[src/hw/rtl/sta_pkg.sv]
// ----------------------------------------------------------------------------
// sta_pkg
// Types and codes shared by the seat table allocator and its checker.
// ----------------------------------------------------------------------------
`default_nettype none

package sta_pkg;

  localparam int SEAT_W        = 4;
  localparam int SEAT_CODES    = 1 << SEAT_W;
  localparam int POS_W         = 4;
  localparam int COUNT_W       = 5;
  localparam int ADDR_FIELD_W  = 32;
  localparam int PORT_FIELD_W  = 16;

  // operation codes
  typedef enum logic [1:0] {
    OP_ADD    = 2'd0,
    OP_READ   = 2'd1,
    OP_DELETE = 2'd2,
    OP_NONE   = 2'd3
  } op_t;

  // result status codes
  typedef enum logic [2:0] {
    ST_ADDED      = 3'd0,
    ST_PRESENT    = 3'd1,
    ST_NO_SEAT    = 3'd2,
    ST_READ_OK    = 3'd3,
    ST_READ_RANGE = 3'd4,
    ST_DELETED    = 3'd5,
    ST_DEL_MISS   = 3'd6,
    ST_UNUSED     = 3'd7
  } status_t;

  // input word
  typedef struct packed {
    op_t                     op;
    logic [ADDR_FIELD_W-1:0] wan_address;
    logic [PORT_FIELD_W-1:0] wan_port_number;
    logic [ADDR_FIELD_W-1:0] lan_address;
    logic [PORT_FIELD_W-1:0] lan_port_number;
    logic [SEAT_W-1:0]       requested_seat;
    logic [POS_W-1:0]        list_position;
  } sta_in_t;

  // result word
  typedef struct packed {
    status_t                 status;
    logic [SEAT_W-1:0]       seat;
    logic [ADDR_FIELD_W-1:0] out_wan_address;
    logic [PORT_FIELD_W-1:0] out_wan_port;
    logic [ADDR_FIELD_W-1:0] out_lan_address;
    logic [PORT_FIELD_W-1:0] out_lan_port;
    logic [COUNT_W-1:0]      entry_count;
  } sta_out_t;

  // one table entry as held in the memory
  typedef struct packed {
    logic [ADDR_FIELD_W-1:0] wan_address;
    logic [PORT_FIELD_W-1:0] wan_port;
    logic [ADDR_FIELD_W-1:0] lan_address;
    logic [PORT_FIELD_W-1:0] lan_port;
    logic [SEAT_W-1:0]       seat;
  } entry_t;

endpackage

`default_nettype wire

[src/hw/rtl/seat_table_allocator_unit.sv]
// ----------------------------------------------------------------------------
// seat_table_allocator_unit
// Ordered client table with seat allocation, held in one entry memory.
// ----------------------------------------------------------------------------
//
//  channel   signals                         word
//  --------  ------------------------------  ---------
//  input     in_valid / in_ready / in_data   sta_in_t
//  output    out_valid / out_ready / out_data sta_out_t
//
//  add: one memory read per stored entry, then grant, then result
//  read: one memory read, then result; delete: write back one place lower
//  per later entry, then result; out of range: straight to the result
//  other words: straight to the result
//  one word in flight; the next is taken while the previous result waits
//  a stalled output holds the finished result until the slot frees
//  reset empties the table at once; entry memory contents are not cleared
//
`default_nettype none

module seat_table_allocator_unit
  import sta_pkg::*;
#(
  parameter int SEATS = 10
) (
  input  wire logic     clk,
  input  wire logic     rst,
  input  wire logic     in_valid,
  output logic          in_ready,
  input  wire sta_in_t  in_data,
  output logic          out_valid,
  input  wire logic     out_ready,
  output sta_out_t      out_data
);

  localparam int AW = (SEATS > 1) ? $clog2(SEATS) : 1;
  localparam int CW = $clog2(SEATS + 1);
  localparam int REST_W = $bits(sta_out_t) - $bits(status_t);
  localparam logic [SEAT_W:0]  SEATS_S = (SEAT_W + 1)'(SEATS);
  localparam logic [COUNT_W-1:0] SEATS_C = COUNT_W'(SEATS);

  typedef enum logic [5:0] {
    S_IDLE  = 6'b000001,
    S_SCAN  = 6'b000010,
    S_GRANT = 6'b000100,
    S_RDATA = 6'b001000,
    S_SHIFT = 6'b010000,
    S_RESP  = 6'b100000
  } state_t;

  state_t                state;
  sta_in_t               cmd;
  sta_out_t              res;
  logic [CW-1:0]         used;
  logic [CW-1:0]         idx;
  logic [SEAT_CODES-1:0] taken;

  // entry memory
  entry_t                mem [SEATS];
  entry_t                rd_data;
  logic                  rd_en;
  logic [AW-1:0]         rd_addr;
  logic                  wr_en;
  logic [AW-1:0]         wr_addr;
  entry_t                wr_data;

  always_ff @(posedge clk) begin
    if (wr_en) begin
      mem[wr_addr] <= wr_data;
    end
    if (rd_en) begin
      rd_data <= mem[rd_addr];
    end
  end

  // derived values
  logic [COUNT_W-1:0] used_c;
  logic [COUNT_W-1:0] in_pos_c;
  logic [CW:0]        idx_p1;
  logic [CW:0]        idx_p2;
  logic [CW:0]        used_w;
  logic               key_hit;
  logic [SEAT_W-1:0]  grant;
  logic               grant_ok;
  status_t            start_status;
  state_t             start_state;

  assign used_c   = COUNT_W'(used);
  assign in_pos_c = COUNT_W'(in_data.list_position);
  assign idx_p1   = (CW + 1)'(idx) + (CW + 1)'(1);
  assign idx_p2   = (CW + 1)'(idx) + (CW + 1)'(2);
  assign used_w   = (CW + 1)'(used);
  assign key_hit  = (rd_data.wan_address == cmd.wan_address) &&
                    (rd_data.wan_port == cmd.wan_port_number) &&
                    (rd_data.lan_address == cmd.lan_address) &&
                    (rd_data.lan_port == cmd.lan_port_number);

  // first status and state for an incoming word
  always_comb begin
    start_status = ST_ADDED;
    start_state  = S_RESP;
    unique case (in_data.op)
      OP_ADD: begin
        start_state = (used == '0) ? S_GRANT : S_SCAN;
      end
      OP_READ: begin
        if (in_pos_c < used_c) begin
          start_state = S_RDATA;
        end else begin
          start_status = ST_READ_RANGE;
        end
      end
      OP_DELETE: begin
        if (in_pos_c < used_c) begin
          start_status = ST_DELETED;
          if (in_pos_c + COUNT_W'(1) != used_c) begin
            start_state = S_SHIFT;
          end
        end else begin
          start_status = ST_DEL_MISS;
        end
      end
      OP_NONE: begin
        start_status = ST_READ_RANGE;
      end
      default: begin
        start_status = ST_READ_RANGE;
      end
    endcase
  end

  // seat grant: requested seat if inside the table and free, else lowest free seat above zero
  always_comb begin
    grant    = '0;
    grant_ok = 1'b0;
    if (({1'b0, cmd.requested_seat} < SEATS_S) && !taken[cmd.requested_seat]) begin
      grant    = cmd.requested_seat;
      grant_ok = 1'b1;
    end else begin
      for (int s = SEATS - 1; s >= 1; s--) begin
        if (!taken[s]) begin
          grant    = SEAT_W'(s);
          grant_ok = 1'b1;
        end
      end
    end
  end

  // memory port control
  always_comb begin
    rd_en   = 1'b0;
    rd_addr = '0;
    wr_en   = 1'b0;
    wr_addr = '0;
    wr_data = rd_data;
    unique case (state)
      S_IDLE: begin
        if (in_valid) begin
          rd_en = 1'b1;
          if (in_data.op == OP_DELETE) begin
            rd_addr = AW'(in_data.list_position + POS_W'(1));
          end else if (in_data.op == OP_READ) begin
            rd_addr = in_data.list_position[AW-1:0];
          end
        end
      end
      S_SCAN: begin
        rd_en   = 1'b1;
        rd_addr = idx_p1[AW-1:0];
      end
      S_GRANT: begin
        wr_en           = grant_ok && (used_c < SEATS_C);
        wr_addr         = used[AW-1:0];
        wr_data.wan_address = cmd.wan_address;
        wr_data.wan_port    = cmd.wan_port_number;
        wr_data.lan_address = cmd.lan_address;
        wr_data.lan_port    = cmd.lan_port_number;
        wr_data.seat        = grant;
      end
      S_SHIFT: begin
        wr_en   = 1'b1;
        wr_addr = idx[AW-1:0];
        rd_en   = 1'b1;
        rd_addr = idx_p2[AW-1:0];
      end
      S_RDATA, S_RESP: begin
      end
      default: begin
      end
    endcase
  end

  assign in_ready = (state == S_IDLE);

  // sequencer
  always_ff @(posedge clk) begin
    if (rst) begin
      state     <= S_IDLE;
      used      <= '0;
      out_valid <= 1'b0;
    end else begin
      if (out_valid && out_ready && (state != S_RESP)) begin
        out_valid <= 1'b0;
      end
      unique case (state)
        S_IDLE: begin
          if (in_valid) begin
            cmd   <= in_data;
            res   <= sta_out_t'({start_status, REST_W'(0)});
            taken <= '0;
            idx   <= (in_data.op == OP_DELETE) ? CW'(in_data.list_position) : '0;
            state <= start_state;
            // last entry removed needs no shifting
            if ((in_data.op == OP_DELETE) && (start_status == ST_DELETED) &&
                (start_state == S_RESP)) begin
              used <= used - CW'(1);
            end
          end
        end
        // compare one stored entry per cycle, collect seats in use
        S_SCAN: begin
          if (key_hit) begin
            res.status <= ST_PRESENT;
            res.seat   <= rd_data.seat;
            state      <= S_RESP;
          end else begin
            taken[rd_data.seat] <= 1'b1;
            idx <= idx_p1[CW-1:0];
            if (idx_p1 == used_w) begin
              state <= S_GRANT;
            end
          end
        end
        S_GRANT: begin
          if (grant_ok && (used_c < SEATS_C)) begin
            res.status <= ST_ADDED;
            res.seat   <= grant;
            used       <= used + CW'(1);
          end else begin
            res.status <= ST_NO_SEAT;
          end
          state <= S_RESP;
        end
        S_RDATA: begin
          res.status          <= ST_READ_OK;
          res.seat            <= rd_data.seat;
          res.out_wan_address <= rd_data.wan_address;
          res.out_wan_port    <= rd_data.wan_port;
          res.out_lan_address <= rd_data.lan_address;
          res.out_lan_port    <= rd_data.lan_port;
          state               <= S_RESP;
        end
        // move entry idx+1 down to idx
        S_SHIFT: begin
          idx <= idx_p1[CW-1:0];
          if (idx_p2 == used_w) begin
            used  <= used - CW'(1);
            state <= S_RESP;
          end
        end
        S_RESP: begin
          if (!out_valid || out_ready) begin
            out_data             <= res;
            out_data.entry_count <= used_c;
            out_valid            <= 1'b1;
            state                <= S_IDLE;
          end
        end
        default: begin
          state <= S_IDLE;
        end
      endcase
    end
  end

endmodule

`default_nettype wire

[config.mk]
export PLATFORM = sky130hd
export DESIGN_NAME = seat_table_allocator_unit
export DESIGN_NICKNAME = d
export VERILOG_FILES = /design/src/hw/rtl/sta_pkg.sv /design/src/hw/rtl/seat_table_allocator_unit.sv
export SDC_FILE = /design/constraint.sdc
export NUM_CORES = 2
export LEC_CHECK = 0
export BUFFER_PORTS_ARGS = -buffer_cell sky130_fd_sc_hd__buf_2
export CAP_MARGIN = 20
export CORE_MARGIN = 5
export CORE_UTILIZATION = 25
export DETAILED_ROUTE_END_ITERATION = 7
export PLACE_DENSITY = 0.45
export SETUP_SLACK_MARGIN = 0.1
export SKIP_LAST_GASP = 1
export SYNTH_ARGS = -nofsm -noshare
export SYNTH_HDL_FRONTEND = slang
export SYNTH_SLANG_ARGS = --single-unit
[constraint.sdc]
create_clock -name clk -period 22.7 [get_ports clk]
set_clock_uncertainty 0.1 [all_clocks]
set_input_delay 1.135 -clock clk [delete_from_list [all_inputs] [get_ports clk]]
set_output_delay 1.135 -clock clk [all_outputs]
set_load 0.02 [all_outputs]
==> flow_summary.ini <==
[pwr]
power_mw = 7.57
p_leak_nw = 21.4
pwr-share-comb_pct = 17.9
p_per_area_nw_per_um2 = 114
power.internal_mw = 5.25
p_seq_share_pct = 47.8
switching_share_pct = 30.6
clock_power_share_pct = 34.3
power_switching_mw = 2.32
irDropWorstVdd_mv = 0.0586

[yosys]
async_flop_share_pct = 0
syn_area_per_cell_sq_um = 13.6
synth_edf_count = 1424
ys_types = 69
syn_area_sq_um = 56500
synthCells = 4156
synth_warnings = 0
synth_most_common_cell = edfxtp_1
ys_seq_area_share_pct = 76.0
synth_flop_cell = edfxtp_1
synth_top_area_share_pct = 75.6
yosysTopAreaCell = edfxtp_1
synthTopCellsByCount = 1424 x edfxtp_1, 818 x nand2_1, 639 x nor2_1
synth_nets = 4279
synth_area_leaders = edfxtp_1 76%, nand2_1 5.4%, nor2_1 4.2%
synth_seq_cells = 1435

[clock_tree]
clock_sinks = 1435
clk_latency_ns = 0.82
cts_root_buf = clkbuf_16
cts_resized = 0
cts.path.max_buffers = 3
post_cts_buffers = 0
cts_tree = done
htreeDepth = 4
holdBufCountCts = 0
cts_buffers = 165
clk_pin_slew_worst_paths_ns = 0.06

[floorplan]
initial_core_util_pct = 25.1
rows = 174
io_pins = 220
dieArea_sq_um = 236000
die_w_um = 486
design.core.area_sq_um = 225000
die_h_um = 486

[timing]
fin_tns_setup_ns = 0
fin_ws_ns = 16.91
hold_viol = 0
setup_viol = 0
hold_ws_ns = 0.312
period_minus_slack_ns = 5.79
layout_worst_path_cycle_share_pct = 25.5
worst_pin_slew_ns = 1.14
slew_viol_final = 0
clock.fmax_mhz = 173
rsz0062_at_grt = false
maxSlewHeadroom_pct = 23.9

[drt]
drt-pass1-iter-count = 5
via_per_inst = 4.49
wl_um = 170000
ant_nets = 0
via_count = 33558
drc = 0
wire_per_inst_um = 22.7
drtIter0Drc = 2850

[global_routing]
grt_max_degree = 197
antenna_found_initial = 10
grt_overflow_total = 0
grt_util_met2_pct = 21.9
grt_pass1_wl_um = 241000
grt_busiest_layer = met2
met1_usage_pct = 19.7
first_global_vias = 32312
groute.usage.overall_pct = 14.0
grt_util_met3_pct = 2.88

[worst_setup_path]
cp_data_arrival_time_ns = 6.11
crit_path_end_kind = flop
reg2reg_slack_ns = 16.91
cp-start-kind = flop
worstPathRequired_ns = 23.02
timing.rr.end = mem[5][14]
slowest_delay_ns = 0.82
r2r_cells = 9
cpMostUsedCell = buf_4
crit_fanout = 44
path_class = flop to flop
critPathTopFamily = simple AND/OR/NAND/NOR gates
crit_cells = 9
cp_num_buf_inv = 3
r2r_start = state[0]
cp_cell_sequence = nor4_1 > nand3b_1 > inv_4 > ha_1 > a21oi_1 > or3b_1 > nor2_4 > buf_4 > buf_4
cp_slowest_cell = buf_4

[worst_hold_path]
hold_path_end = out_data[65]
hold_start = res[65]
holdPathStages = 0
hold_class = flop to flop

[cells_and_area]
fin_cells = 7478
multi_input_area_sq_um = 12600
drive_above_1_share_pct = 11.6
area.growth.synth_to_final_pct = 17.3
fill_cells = 22602
final_nets = 4469
area.sequential_sq_um = 43000
design_area_sq_um = 66300
final_util_pct = 29.5

[placement]
dp_hpwl_um = 93000
portBuffers = 218
dp_cells = 7171
postPlaceCellArea_sq_um = 61000
gp_congestion = 0.772
dpl_worst_slack_ns = 16.84

[outcome]
status = complete, no violations

[job]
timing.max_cap.violations = 0
[worst reg2reg max path, delay by kind of cell (launching register included)]
| kind | cells | cell delay, ns |
|---|---|---|
| AND/OR/NAND/NOR | 4 | 2.32 |
| buffers and inverters | 3 | 2.18 |
| flip-flops | 1 | 0.38 |
| adder cells (fa/ha/maj) | 1 | 0.29 |
| AO/OA/AOI/OAI | 1 | 0.06 |
[cell usage in the layout (no fill, tap or decap), drive strengths merged, types with 7 or more instances in the layout]
cell type,netlist,final
buf,112,269
inv,14,21
nand4,27,27
dfxtp,11,11
o21ai,16,16
nand3,205,205
nor2b,8,8
edfxtp,1424,1424
xor2,9,9
nand3b,8,8
a32oi,99,99
nor2,639,639
a21o,7,7
bufinv,0,10
nand2,818,818
xnor2,104,104
o211ai,204,204
nor4,11,11
nor3,8,8
a21oi,126,126
ha,12,12
and2,99,99
clkinv,0,72
clkbuf,134,208
[state kept, by name, summed over array words and instances, names as in the netlist]
name	count
idx	4
out_valid	1
mem	1000
out_data	107
taken	10
rd_data	100
cmd	100
used	4
state	6
res	103
[area by class of cell]
class | count | share of cell area, %
timing repair buffer | 269 | 2.42
tap | 2992 | 5.65
clock buffer | 208 | 6.49
clock inverter | 95 | 1.45
inverter | 14 | 0.0831
antenna | 4 | 0.0151
sequential | 1435 | 64.8
multi-input combinational | 2461 | 19.0
[routing by layer]
| layer | part of all wire [%] | vias to the layer above | wire, um |
|---|---|---|---|
| li1 | - | 15522 | - |
| met1 | 46 | 16890 | 77900 |
| met2 | 46 | 937 | 77500 |
| met3 | 6.1 | 203 | 10400 |
| met4 | 2.4 | 6 | 4100 |
| met5 | 0.028 | - | 47 |
[power groups by stage]
| stage | logic [mW] | registers [mW] | clock network, mW |
|---|---|---|---|
| final | 1.36 | 3.62 | 2.59 |
| after global routing | 1.49 | 3.64 | 2.78 |
| after CTS | 1.38 | 3.62 | 2.67 |
| after detailed placement | 1.37 | 3.68 | 0 |
| after global placement | 1.36 | 3.68 | 0 |
| after floorplan | 0.837 | 3.60 | 0 |
[worst max-delay path by stage]
stage,startpoint,to,slack [ns]
4_1_cts,state[0],mem[5][17],16.79
5_1_grt,state[0],mem[5][14],16.59
3_5_place_dp,state[0],mem[5][22],16.84
2_1_floorplan,state[0],mem[7][0],12.95
3_3_place_gp,state[0],mem[5][25],16.88
6_report,state[0],mem[5][14],16.91
[logic make-up after synthesis]
group	synth area share [%]
other cells	0.00663
xor+xnor	1.75
flops	76.0
fa+ha+maj	0.301
simple gates	13.6
buf+inv	1.94
compound gates	6.13
mux	0.268
Note: power is estimated with default switching activity, not from simulation.
